## config.mk

```make
export PLATFORM = sky130hd
export DESIGN_NAME = bbe_queue
export DESIGN_NICKNAME = d
export VERILOG_FILES = /design/src/design/bbe_pkg.sv /design/src/design/bbe_queue.sv
export SDC_FILE = /design/constraint.sdc
export NUM_CORES = 1
export LEC_CHECK = 0
export BUFFER_PORTS_ARGS = -buffer_cell sky130_fd_sc_hd__buf_2
export CAP_MARGIN = 10
export CORE_MARGIN = 10
export CORE_UTILIZATION = 50
export DETAILED_ROUTE_END_ITERATION = 12
export HOLD_SLACK_MARGIN = 0.15
export PLACE_DENSITY_LB_ADDON = 0.05
export SYNTH_ARGS = -nofsm -noshare
export SYNTH_HDL_FRONTEND = slang
export SYNTH_SLANG_ARGS = --single-unit
```

## constraint.sdc

```tcl
create_clock -name clk_i -period 3.7 [get_ports clk_i]
set_clock_uncertainty 0.1 [all_clocks]
set_input_delay 0.555 -clock clk_i [delete_from_list [all_inputs] [get_ports clk_i]]
set_output_delay 0.555 -clock clk_i [all_outputs]
set_load 0.1 [all_outputs]
```

## src/design/bbe_pkg.sv

```systemverilog
// Shared types, constants and the reciprocal table of the 3x3 box blur.
// No dependencies; every other design file imports this package.
package bbe_pkg;

  localparam int CH_W  = 8;
  localparam int NCH   = 3;
  localparam int PIX_W = NCH * CH_W;

  // Configuration port
  localparam int CFG_W     = 11;
  localparam int CFG_IDX_W = 1;
  localparam logic [CFG_IDX_W-1:0] REG_WIDTH  = 1'b0;
  localparam logic [CFG_IDX_W-1:0] REG_HEIGHT = 1'b1;
  localparam int WIDTH_RESET  = 640;
  localparam int HEIGHT_RESET = 480;

  // Item kinds on tuser
  localparam logic CMD_PIXEL = 1'b0;
  localparam logic CMD_FLUSH = 1'b1;

  // Divide datapath: x = 2*sum + n, q = (x * recip(n)) >> REC_SHIFT
  localparam int SUM_W     = 12;
  localparam int X_W       = 13;
  localparam int CNT_W     = 4;
  localparam int REC_W     = 18;
  localparam int REC_SHIFT = 18;

  localparam int Q_DEPTH = 4;

  // channel 2 = red, 1 = green, 0 = blue
  typedef logic [NCH-1:0][CH_W-1:0] rgb_t;

  // mask bit 0 = top row / left column, bit 2 = bottom row / right column
  typedef struct packed {
    logic       emit;
    logic       last;
    logic [2:0] row_mask;
    logic [2:0] col_mask;
  } bbe_ctrl_t;

  typedef struct packed {
    rgb_t      above2;
    rgb_t      above1;
    rgb_t      cur;
    bbe_ctrl_t ctrl;
  } bbe_entry_t;

  // ceil(2^18 / (2n)); exact for x < 4600
  function automatic logic [REC_W-1:0] recip(input logic [CNT_W-1:0] n);
    logic [REC_W-1:0] m;
    case (n)
      4'd1:    m = 18'd131072;
      4'd2:    m = 18'd65536;
      4'd3:    m = 18'd43691;
      4'd4:    m = 18'd32768;
      4'd6:    m = 18'd21846;
      4'd9:    m = 18'd14564;
      default: m = '0;
    endcase
    return m;
  endfunction

endpackage

```

## src/design/bbe_queue.sv

```systemverilog
// Short FIFO between the front end and the blur back end.
// Depends on bbe_pkg.
module bbe_queue (
  input  logic                clk_i,
  input  logic                rst_ni,
  input  logic                push_valid_i,
  output logic                push_ready_o,
  input  bbe_pkg::bbe_entry_t push_entry_i,
  output logic                pop_valid_o,
  input  logic                pop_ready_i,
  output bbe_pkg::bbe_entry_t pop_entry_o
);
  import bbe_pkg::*;

  localparam int PW = $clog2(Q_DEPTH);
  localparam int CW = $clog2(Q_DEPTH + 1);

  bbe_entry_t     entry_q [Q_DEPTH];
  logic [PW-1:0]  wr_ptr_q, rd_ptr_q;
  logic [CW-1:0]  count_q;
  logic           push, pop;

  assign push_ready_o = count_q != CW'(Q_DEPTH);
  assign pop_valid_o  = count_q != '0;
  assign push = push_valid_i && push_ready_o;
  assign pop  = pop_valid_o && pop_ready_i;
  assign pop_entry_o = entry_q[rd_ptr_q];

  always_ff @(posedge clk_i or negedge rst_ni) begin
    if (!rst_ni) begin
      wr_ptr_q <= '0;
      rd_ptr_q <= '0;
      count_q  <= '0;
    end else begin
      if (push) begin
        wr_ptr_q <= wr_ptr_q + PW'(1);
      end
      if (pop) begin
        rd_ptr_q <= rd_ptr_q + PW'(1);
      end
      if (push && !pop) begin
        count_q <= count_q + CW'(1);
      end else if (pop && !push) begin
        count_q <= count_q - CW'(1);
      end
    end
  end

  always_ff @(posedge clk_i) begin
    if (push) begin
      entry_q[wr_ptr_q] <= push_entry_i;
    end
  end

endmodule

```

# Word-level counts from Yosys, hierarchy flattened
# Memories as Yosys holds them, arrays and structs flattened.
# Cells that the tools add are included.
[word_totals]
input_bits = 84
regBits = 7
out_inout_bits = 82
ram_bits = 320
wordCells = 21
mem_count = 1
[classes]
n_eq_ne = 1
reduce_logical = 8
add_sub_neg = 4
mux = 4
[mem_list]
columns = ["name", "words", "width", "read_ports", "rd_ports_with_merged_regs", "wr", "line", "rtl"]
rows = [
  ["entry_q", 4, 80, 1, 0, 1, "bbe_queue.sv:18", "bbe_entry_t entry_q [Q_DEPTH];"],
]
[op_table]
columns = ["cell", "n"]
rows = [
  ["$mux W3", 2],
  ["$add A2 B1 Y2 const B", 2],
  ["$logic_and A1 B1 Y1", 4],
  ["$add A3 B1 Y3 const B", 1],
  ["$ne A3 B3 Y1 const B", 1],
  ["$reduce_bool A3 Y1", 1],
  ["$sub A3 B1 Y3 const B", 1],
  ["$logic_not A1 Y1", 2],
  ["$mux W1", 2],
  ["$reduce_bool A2 Y1", 1],
]

# Longest topological paths before layout
[depth]
word_depth = 6
depth_mapped = 8
ltp_nobuf = 8

# Worst setup path before layout
# No wires, ideal clock.
[synth_path]
kind = "in2reg"
startpoint = "input push_valid_i"
endpoint = "memory entry_q[0][0] in the netlist's numbering, enable pin"
path_buffers = 0
path_stages = 2
setup_time_ps = 447
t_arrival_ps = 2725
required_time_ps = 3153
path_slack_ps = 428
path_cell_list = "a21boi_2 and2_1"
[synth_between]
elab_chain_len = 3
[synth_lines]
columns = ["item", "line", "rtl"]
rows = [
  ["from (decl)", "bbe_queue.sv:6", "input logic push_valid_i,"],
  ["$logic_and A1 B1 Y1", "bbe_queue.sv:25", "assign push = push_valid_i && push_ready_o;"],
  ["$mux W1", "bbe_queue.sv:50", "if (push) begin"],
  ["$mux W1 (not written as such)", "bbe_queue.sv:51", "entry_q[wr_ptr_q] <= push_entry_i;"],
  ["to (decl)", "bbe_queue.sv:18", ""],
]
# No other way between the ends.

==> flow_summary.yaml <==
grt:
  grt_start_max_net_pins: 81
  first_global_vias: 5926
  global_route.usage.total: 0.148
  grt_first_pass_wirelength_um: 34900
  grt_antenna_before_repair: 6
  globalRouteOverflowTotal: 0
placed_design:
  portBuffers: 165
  placed_cells_incl_taps: 927
  dpl.hpwl_um: 13500
  detailedPlace.worstSlack_ns: 1.13
  gpl.final_weighted_congestion: 0.689
run:
  drv_cap: 0
yosys:
  synth.ff_latch_count: 327
  area_share_of_the_largest_cell_type_after_synthesis: 0.798
  synth-main-ff-cell: "edfxtp_1"
  synthMostInstantiatedCell: "edfxtp_1"
  cell_count_after_synthesis: 453
  post_synth_num_cell_types: 19
  avgSynthCellArea_sq_um: 26.6
  synth-seq-area-share: 0.813
  post_synth_most_frequent_cells: "edfxtp_1 (320), mux4_2 (79), buf_2 (9)"
  synth-async-reset-ratio: 0.0214
  yosys_warnings: 0
  synth_top_area_cell: "edfxtp_1"
  syn-cell-area_sq_mm: 0.0120
  postSynthNetCount: 543
  synth.area.top_cells: "edfxtp_1 (80%), mux4_2 (15%), dfrtp_1 (1.5%)"
  synth_edf_count: 320
routing:
  final_wl_um: 22500
  route.vias.total: 5297
  wl_per_cell_um: 22.7
  dr.first_iter.drc_count: 350
  drt-vias-per-instance: 5.35
  dr.pass1.iters: 4
  antenna_violating_nets_post_route: 0
  drc: 0
setup_path:
  worst_ep_required_time_ns: 3.04
  cp_data_arrival_time_ns: 2.40
  critical_path_class: "flip-flop to primary output"
  cpPeakStageDelay_ns: 0.78
  critical_path.cell_chain: "buf_4 -> mux4_2 -> buf_2"
  crit_path_top_delay_cell: "dfrtp_4"
  worst_setup_path_end_kind: "primary output"
  critical-path-top-delay-family: "buffers and inverters"
  critPathBufInv: 2
  worst-path-max-fanout: 35
  category_of_the_worst_setup_path_launch_point: "flip-flop"
die:
  die_x_um: 175
  number_of_rows_created_at_floorplan: 56
  area_of_the_placeable_core_sq_mm: 0.0236
  die_h_um: 175
  initial_utilization: 0.510
  i_o_pins: 166
  dieArea_sq_mm: 0.0307
layout:
  area_growth_syn_to_layout_pct: 18.8
  finish.cell_count_without_fillers: 990
  n_fill_cell: 1708
  layout-drive-gt1-share: 0.457
  fin_nets: 736
sta:
  layout_worst_path_cycle_share: 0.825
  finalWorstPathRequiredPeriod_ns: 3.05
  worst_hold_slack_ns: 0.177
  grt_setup_unrepaired: "false"
  total_setup_violations_reported_at_the_end_of_the_flow: 0
  timing.fmax_ghz: 0.328
  finalHoldViolCount: 0
  max_slew.worst_pin.slew_ns: 0.607
  fin_tns_setup_ns: 0
  finalWorstSetupSlack_ns: 0.647
  maxSlewViolCount: 0
  maxSlewHeadroom: 0.595
clock_tree:
  cts.repair.resized: 0
  clock_buffer_count_from_cts: 35
  cts_max_level: 2
  cts_tree: "done"
  clock_latency_ns: 0.49
  cts.clk_slew.worst_paths_ns: 0.06
  clk_path_buf_depth: 3
  clock_tree.root_cell: "clkbuf_16"
  tritoncts_num_sinks: 327
hold_path:
  hold_path.class: "primary input to flip-flop"
run_status:
  run_status: "complete, no violations"
==> cell families after synthesis <==
logic type / Yosys count / share of synthesized area
multiplexers: 82 / 0.152
AO/OA/AOI/OAI: 1 / 0.000935
XOR/XNOR: 6 / 0.00437
flip-flops: 327 / 0.813
AND/OR/NAND/NOR: 10 / 0.00426
adder cells (fa/ha/maj): 6 / 0.00686
buffers and inverters: 21 / 0.0189
==> area by class of cell <==
class	instances	area, sq um	area share
well taps	319	399	0.0279
multi-input cells	105	2040	0.142
inverters	3	11.3	0.000787
diodes	3	7.51	0.000525
flip-flops and latches	327	9790	0.685
clock buffers	45	956	0.0668
clock inverters	14	115	0.00805
repair buffers	174	983	0.0688
==> state kept, by name, summed over array words and instances, names as in the netlist <==
register  cells
wr_ptr_q      2
entry_q     320
rd_ptr_q      2
count_q       3
==> cell usage in the layout, fill, tap and decap left out, drive strengths merged, types with 3 or more instances in the layout <==
master / netlist / routed
and2: 4 / 4
diode: 0 / 3
mux4: 80 / 80
xnor2: 4 / 4
edfxtp: 320 / 320
ha: 5 / 5
clkinv: 0 / 12
clkbuf: 0 / 45
dfrtp: 7 / 7
buf: 18 / 173
inv: 3 / 3
==> worst reg2reg max path, cell delays in order, from the launching register on <==
cell	delay, ns
dfrtp_1	0.44
nor2_1	0.10
a21boi_2	0.35
and2_4	0.61
buf_12	0.39
==> what timing repair did <==
item / CTS / global route
setup buffers: 0 / 0
hold buffers: 1 / 0
hold endpoints to repair: 7 / 0
==> per-stage QoR <==
stage / util / cell area, sq um
2_1_floorplan: - / 12000
3_3_place_gp: 0.560 / 13200
3_5_place_dp: 0.560 / 13200
4_1_cts: 0.605 / 14300
5_1_grt: 0.605 / 14300
6_report: 0.606 / 14300
==> per-layer routing <==
layer | wire [um] | part of all wire | vias up | global-route usage
met1 | 9330 | 0.41 | 2765 | 0.188
met3 | 1720 | 0.076 | 38 | 0.0513
met5 | 21 | 0.00093 | - | 0
li1 | - | - | 2337 | -
met2 | 11100 | 0.49 | 153 | 0.238
met4 | 383 | 0.017 | 4 | 0.0438
==> path summary, 6_finish.rpt <==
path	start	endpoint	slack, ns	cells after the start
max in group asynchronous	rst_ni	rd_ptr_q[1]$_DFFE_PN0P_	3.01	2
min	push_entry_i[50]	entry_q[2][50]$_DFFE_PP_	0.18	1
max	rd_ptr_q[1]$_DFFE_PN0P_	pop_entry_o[44]	0.65	3
min in group asynchronous	rst_ni	count_q[0]$_DFFE_PN0P_	0.32	2
max reg2reg	count_q[0]$_DFFE_PN0P_	entry_q[3][51]$_DFFE_PP_	1.35	4
min reg2reg	count_q[2]$_DFFE_PN0P_	count_q[2]$_DFFE_PN0P_	0.45	1
Power is not shown: default switching activity piles up to over one toggle a cycle in this logic, so the estimate is an artifact.
