## src/design/bbe_pkg.sv

```systemverilog
// Shared types, constants and the reciprocal table of the 3x3 box blur.
// No dependencies; every other design file imports this package.
package bbe_pkg;

  localparam int CH_W  = 8;
  localparam int NCH   = 3;
  localparam int PIX_W = NCH * CH_W;

  // Configuration port
  localparam int CFG_W     = 11;
  localparam int CFG_IDX_W = 1;
  localparam logic [CFG_IDX_W-1:0] REG_WIDTH  = 1'b0;
  localparam logic [CFG_IDX_W-1:0] REG_HEIGHT = 1'b1;
  localparam int WIDTH_RESET  = 640;
  localparam int HEIGHT_RESET = 480;

  // Item kinds on tuser
  localparam logic CMD_PIXEL = 1'b0;
  localparam logic CMD_FLUSH = 1'b1;

  // Divide datapath: x = 2*sum + n, q = (x * recip(n)) >> REC_SHIFT
  localparam int SUM_W     = 12;
  localparam int X_W       = 13;
  localparam int CNT_W     = 4;
  localparam int REC_W     = 18;
  localparam int REC_SHIFT = 18;

  localparam int Q_DEPTH = 4;

  // channel 2 = red, 1 = green, 0 = blue
  typedef logic [NCH-1:0][CH_W-1:0] rgb_t;

  // mask bit 0 = top row / left column, bit 2 = bottom row / right column
  typedef struct packed {
    logic       emit;
    logic       last;
    logic [2:0] row_mask;
    logic [2:0] col_mask;
  } bbe_ctrl_t;

  typedef struct packed {
    rgb_t      above2;
    rgb_t      above1;
    rgb_t      cur;
    bbe_ctrl_t ctrl;
  } bbe_entry_t;

  // ceil(2^18 / (2n)); exact for x < 4600
  function automatic logic [REC_W-1:0] recip(input logic [CNT_W-1:0] n);
    logic [REC_W-1:0] m;
    case (n)
      4'd1:    m = 18'd131072;
      4'd2:    m = 18'd65536;
      4'd3:    m = 18'd43691;
      4'd4:    m = 18'd32768;
      4'd6:    m = 18'd21846;
      4'd9:    m = 18'd14564;
      default: m = '0;
    endcase
    return m;
  endfunction

endpackage

```

## src/design/bbe_back.sv

```systemverilog
// Back end: 3x3 window, masked channel sums and rounded divide by reciprocal.
// Depends on bbe_pkg.
module bbe_back (
  input  logic                clk_i,
  input  logic                rst_ni,
  input  logic                pop_valid_i,
  output logic                pop_ready_o,
  input  bbe_pkg::bbe_entry_t entry_i,
  output logic                m_valid_o,
  input  logic                m_ready_i,
  output bbe_pkg::rgb_t       m_data_o,
  output logic                m_last_o
);
  import bbe_pkg::*;

  localparam int P_W = X_W + REC_W;

  rgb_t             win_q    [3][2];
  rgb_t             win_cell [3][3];
  rgb_t             mval     [3][3];
  logic [SUM_W-1:0] rsum     [NCH][3];
  logic [SUM_W-1:0] sum      [NCH];
  logic [1:0]       rcnt, ccnt;
  logic [CNT_W-1:0] n;
  logic             en, pop;

  logic             b1_valid_q, b1_last_q;
  logic [X_W-1:0]   x_q [NCH];
  logic [REC_W-1:0] m_q;
  logic [P_W-1:0]   prod [NCH];
  logic             out_valid_q, out_last_q;
  rgb_t             out_q;

  assign en  = !out_valid_q || m_ready_i;
  assign pop = pop_valid_i && en;
  assign pop_ready_o = en;

  // post-shift window: two stored columns plus the incoming one
  always_comb begin
    for (int r = 0; r < 3; r++) begin
      win_cell[r][0] = win_q[r][0];
      win_cell[r][1] = win_q[r][1];
    end
    win_cell[0][2] = entry_i.above2;
    win_cell[1][2] = entry_i.above1;
    win_cell[2][2] = entry_i.cur;
    for (int r = 0; r < 3; r++) begin
      for (int c = 0; c < 3; c++) begin
        mval[r][c] = (entry_i.ctrl.row_mask[r] && entry_i.ctrl.col_mask[c]) ?
                     win_cell[r][c] : '0;
      end
    end
    for (int ch = 0; ch < NCH; ch++) begin
      for (int r = 0; r < 3; r++) begin
        rsum[ch][r] = SUM_W'(mval[r][0][ch]) + SUM_W'(mval[r][1][ch]) +
                      SUM_W'(mval[r][2][ch]);
      end
      sum[ch] = rsum[ch][0] + rsum[ch][1] + rsum[ch][2];
    end
  end

  assign rcnt = 2'($countones(entry_i.ctrl.row_mask));
  assign ccnt = 2'($countones(entry_i.ctrl.col_mask));
  assign n    = CNT_W'(rcnt) * CNT_W'(ccnt);

  always_comb begin
    for (int ch = 0; ch < NCH; ch++) begin
      prod[ch] = P_W'(x_q[ch]) * P_W'(m_q);
    end
  end

  always_ff @(posedge clk_i or negedge rst_ni) begin
    if (!rst_ni) begin
      b1_valid_q  <= 1'b0;
      out_valid_q <= 1'b0;
    end else if (en) begin
      b1_valid_q  <= pop && entry_i.ctrl.emit;
      out_valid_q <= b1_valid_q;
    end
  end

  always_ff @(posedge clk_i) begin
    if (pop) begin
      for (int r = 0; r < 3; r++) begin
        win_q[r][0] <= win_q[r][1];
        win_q[r][1] <= win_cell[r][2];
      end
    end
    if (en) begin
      for (int ch = 0; ch < NCH; ch++) begin
        x_q[ch] <= {sum[ch], 1'b0} + X_W'(n);
        out_q[ch] <= prod[ch][REC_SHIFT+CH_W-1:REC_SHIFT];
      end
      m_q        <= recip(n);
      b1_last_q  <= entry_i.ctrl.last;
      out_last_q <= b1_last_q;
    end
  end

  assign m_valid_o = out_valid_q;
  assign m_data_o  = out_q;
  assign m_last_o  = out_last_q;

endmodule

```

## config.mk

```make
export PLATFORM = sky130hd
export DESIGN_NAME = bbe_back
export DESIGN_NICKNAME = d
export VERILOG_FILES = /design/src/design/bbe_pkg.sv /design/src/design/bbe_back.sv
export SDC_FILE = /design/constraint.sdc
export NUM_CORES = 2
export LEC_CHECK = 0
export BUFFER_PORTS_ARGS = -buffer_cell sky130_fd_sc_hd__buf_2
export CAP_MARGIN = 5
export CORE_ASPECT_RATIO = 0.7
export CORE_MARGIN = 2
export CORE_UTILIZATION = 25
export CTS_CLUSTER_DIAMETER = 200
export DETAILED_ROUTE_END_ITERATION = 8
export GPL_TIMING_DRIVEN = 0
export PLACE_DENSITY = 0.46
export SLEW_MARGIN = 30
export SYNTH_ARGS = -nofsm -noshare
export SYNTH_HDL_FRONTEND = slang
export SYNTH_SLANG_ARGS = --single-unit
```

## constraint.sdc

```tcl
create_clock -name clk_i -period 7.05 [get_ports clk_i]
set_input_delay 0.3525 -clock clk_i [delete_from_list [all_inputs] [get_ports clk_i]]
set_output_delay 0.3525 -clock clk_i [all_outputs]
set_load 0.02 [all_outputs]
```

After elaboration in Yosys (flattened, before gate mapping)
Memories as Yosys holds them, arrays and structs flattened.
Index checks and enable logic that the tools add are counted.

operators by class
  equality and inequality tests = 6
  reductions and logical operators = 13
  $add $sub $neg = 31
  order comparisons = 0
  bitwise logic cells = 0
  $mul = 4
  shift operators = 0
  divide/modulo/power cells = 0
  multiplexer cells = 14

operator list
  operator              count
  $mux W24              9
  $pmux W18 S6          1
  $add A9 B8 Y10        9
  $add A8 B8 Y9         9
  $mul A13 B18 Y26      3
  $add A13 B4 Y13       3
  $add A11 B10 Y12      3
  $add A10 B10 Y11      3
  $logic_and A1 B1 Y1   11
  $eq A4 B2 Y1 const B  2
  $eq A4 B3 Y1 const B  2
  $add A1 B1 Y2         2
  $add A2 B1 Y2         2
  $eq A4 B1 Y1 const B  1
  $eq A4 B4 Y1 const B  1
  $mul A2 B2 Y4         1
  $mux W1               4
  $logic_not A1 Y1      1
  $logic_or A1 B1 Y1    1

word-level totals
  bits in registers = 46
  bits in writable memories = 183
  memories kept = 2
  word-level logic and storage cells = 78
  input port bits = 84
  ROM bits = 0
  bits in latches = 0
  output and inout bits = 27

memory list
  memory  words  bits a word  read ports  clocked after memory_dff  wr ports  line            source
  win_q   3      48           3           0                         3         bbe_back.sv:18  rgb_t win_q [3][2];
  x_q     3      13           3           0                         3         bbe_back.sv:28  logic [X_W-1:0] x_q [NCH];

Longest topological paths before layout
  word-level depth = 7
  depth in mapped cells = 22
  depth with buffers taken out = 20

Worst setup path after synthesis
OpenSTA, ideal clock, no wires.

  path type = register -> register
  from = register out_valid_q, in the netlist m_valid_o
  to = memory win_q[0][0] (netlist name) (enable)
  buffers on the path = 0
  period minus slack after synthesis = 6329 ps
  setup slack = 721 ps
  stages on the path, launching flop included = 3
  library setup time = 518 ps
  data arrival time = 5811 ps
  required time = 6532 ps
  path through = dfrtp_1 nand2b_1 and2_1

RTL lines
  element                   line            source
  start: declaration        bbe_back.sv:31  logic out_valid_q, out_last_q;
  start signal: assignment  bbe_back.sv:78  out_valid_q <= b1_valid_q;
  end: declaration          bbe_back.sv:18

==> summary.md <==
| Metric | Value |
|---|---|
| Status | `finished clean` |
| Vias | `~20000` |
| Setup slack, reg-to-reg | `260 ps` |
| First-pass GRT wire length | `132000 um` |
| Total gr overflow | `0` |
| Dominant cells by area after synthesis | `fa_1 (41%), edfxtp_1 (22%), inv_1 (11%)` |
| IO Pins | `111` |
| Vias in the first global route | `21000` |
| Total GRT Usage | `0.144` |
| Reg-to-reg startpoint | `m_q[15]` |
| Design area | `around 0.034 mm^2` |
| Drt total wl | `roughly 85000 um` |
| Maximum clock frequency | `between 0.1 and 0.15 GHz` |
| Total core area | `0.119 mm^2` |
| Synth area leader | `fa_1` |
| Leakage | `17.2 nW` |
| Area growth, synth to finish | `14.6%` |
| Syn nets | `3765` |
| Setup TNS | `0 ps` |
| CTS clock-pin slew for the worst setup and hold paths | `60 ps` |
| H-tree levels | `1` |
| Row cnt | `106` |
| CP Class | `flop to flop` |
| Largest net degree at the start of global routing | `47` |
| Post-synth top flop | `edfxtp_1` |
| Layout cell share with drive strength beyond 1 | `0.0635` |
| Per-cell routed wire length | `about 18 um` |
| Commonest cells in the netlist | `inv_1 (863), fa_1 (614), nand2_1 (262)` |
| Synth Instances | `2859` |
| Drt via density | `~4.2` |
| Area post-placement | `0.0327 mm^2` |
| Crit path cell chain | `clkbuf_1, clkbuf_1, nand2_1, fa_1, inv_1, fa_1, fa_1, fa_1, fa_1, ha_1, a211o_1, a21oi_2, nand2b_1, o31ai_4, o21ai_2, o41ai_2, xnor2_1` |
| Die X | `418 um` |
| Register area share after synthesis | `0.217` |
| Slew Viols, Final | `0` |
| Post-synth top area share | `0.410` |
| Slowest stage cell on the critical path | `clkbuf_1` |
| CP endpoint kind | `flop` |
| Critical path launch point type | `flop` |
| Top-count cell post-synth | `inv_1` |
| RSZ-0062 raised after global routing | `false` |
| Fin crit period | `6790 ps` |
| Netlist Area Pre-Place | `0.0300 mm^2` |
| Post-DP HPWL | `72800 um` |
| CP Data Required Time | `approximately 7400 ps` |
| Remaining DRCs | `0` |
| Cell Pwr Density | `478 mW/mm^2` |
| Maximum vdd ir drop | `roughly 0.38 mV` |
| DR iter-0 viols | `roughly 1300` |
| Die footprint | `0.123 mm^2` |
| CTS buffer count | `29` |
| Placer's final routability congestion estimate | `between 0.9 and 1` |
| Final hold violations | `0` |
| Reg2reg path depth | `17` |
| CP peak stage delay | `690 ps` |
| Slack of the critical path | `260 ps` |
| Worst-path fanout max | `10` |
| Pre-CTS WS | `-980 ps` |
| Max-cap violations | `0` |
| CP arrival | `about 7200 ps` |
| Post-layout net count | `3985` |
| Crit path top cell by count | `fa_1` |
| Final Util | `0.288` |
| Clock root buffer | `clkbuf_16` |
| Starting Density | `0.252` |
| Clk sinks | `217` |
| Worst Hold Class | `input port to asynchronous set/reset pin` |
| TritonCTS clock tree | `done` |
| Port bufs | `110` |
| DRT Pass-1 Iters | `7` |
| Die H | `294 um` |
| FFs w/ async S/R, synth | `0.00922` |
| Avg Synthesized Cell Area | `~10 um^2` |
| Antenna viol nets, final | `0` |
| Relative slew slack | `0.308` |
| Initial antenna violation count | `2` |
| Fin crit share | `0.963` |
| #FFs+latches synth | `around 220` |
| Worst-skew pair later-pin latency | `630 ps` |
| Post-CTS Setup Inserts | `0` |
| Worst Max-Slew Pin Slew | `1040 ps` |
| EDFF count, synth | `215` |
| Layout Skew | `28.4 ps` |
| Syn. warnings | `0` |
| Final setup vio count | `0` |
| FF-to-FF End | `m_data_o[21]` |
| Fillers | `12500` |
| Clock tree buffer depth | `3` |
| Synth cell types | `65` |
final cells by class:
type                       count  area (um^2)  area share
clock buffer                  35          748      0.0218
antenna                        3         7.51    0.000218
buffer                        69          280     0.00815
clock inverter                17          190     0.00553
timing repair buffer         191         1430      0.0417
multi-input combinational   1708        20000       0.582
inverter                     863         3240      0.0943
sequential                   217         6510       0.189
tap                         1566         1960      0.0570
worst max-delay path, delay by kind of cell, from the launching register on:
kind / cells / cell delay, ps
buffers and inverters: 3 / 1330
DFF: 1 / 580
and+or+nand+nor: 2 / 260
AOI/OAI and AO/OA: 5 / 1350
xor gates and xnor gates: 1 / 100
adders and majority gates: 6 / 2890
cells by family (layout without fill, tap and decap cells):
family | Yosys count | in the layout | synth area share
buf+inv | 934 | 1175 | 0.117
fa+ha+maj | 822 | 822 | 0.496
simple gates | 620 | 620 | 0.104
flops | 217 | 217 | 0.217
compound gates | 178 | 178 | 0.0406
xor+xnor | 88 | 88 | 0.0257
other cells | 0 | 3 | 0
stage by stage:
stage          power, mW  hold slack, ps  std cells
2_1_floorplan       11.4            56.9       2859
3_3_place_gp        15.1             141       4535
6_report            16.4            48.0       4669
4_1_cts             16.8            5.53       4666
5_1_grt             18.7            35.4       4666
3_5_place_dp        15.0             143       4540
what timing repair did:
action                                  4_1_cts  5_1_grt
gates resized for setup                       7       16
endpoints found under the setup margin       24       18
endpoints found under the hold margin        76        0
hold buffers                                 76        0
state kept, by name, summed over array words and instances, names as in the netlist:
signal and count:
b1_last_q 1, b1_valid_q 1, m_data_o 24, m_last_o 1, m_q 8, m_valid_o 1
win_q 144, x_q 37
metal layers:
layer  wire length (um)  share of wire  global-route usage
met1              44900           0.53               0.229
met2              33100           0.39               0.197
met3               6270          0.073              0.0340
met4               1130          0.013              0.0193
met5                 13        0.00015                   0
worst max-delay path by stage:
stage	from	to	cells after the start
2_1_floorplan	m_valid_o	win_q[0][0]	2
3_3_place_gp	m_ready_i	win_q[0][28]	3
3_5_place_dp	m_q[14]	m_data_o[7]	20
4_1_cts	m_q[13]	m_data_o[7]	18
5_1_grt	m_q[12]	m_data_o[7]	21
6_report	m_q[15]	m_data_o[21]	17
cells in the final DEF (no fill, tap or decap), types with 3 or more instances in the layout:
cell type	n
nand2_1	262
nand4_1	9
a211oi_1	11
buf_16	3
o21a_1	12
a211o_1	4
nand3_1	20
dlygate4sd3_1	76
xor2_1	35
edfxtp_1	215
o31a_1	5
o31ai_1	4
clkbuf_1	62
diode_2	3
nand2b_1	3
buf_2	110
clkinv_2	3
inv_1	862
o21ai_0	36
nor4_1	3
and3_1	128
a21oi_1	44
o21bai_1	5
clkinvlp_4	7
and2_2	4
bufinv_16	3
ha_1	208
clkinv_1	3
a21o_1	25
fa_1	614
nor2_1	39
clkbuf_2	11
nor2b_1	5
clkbuf_16	29
xnor2_1	53
and2_1	112
nor3_1	19
power breakdown:
part / leakage (nW) / internal, mW / switching (mW)
logic: 14.6 / 5.06 / 7.56
clock network: 0.438 / 0.867 / 0.657
registers: 2.17 / 2.00 / 0.301
total: 17.2 / 7.92 / 8.52
(Power assumes the default switching activity.)
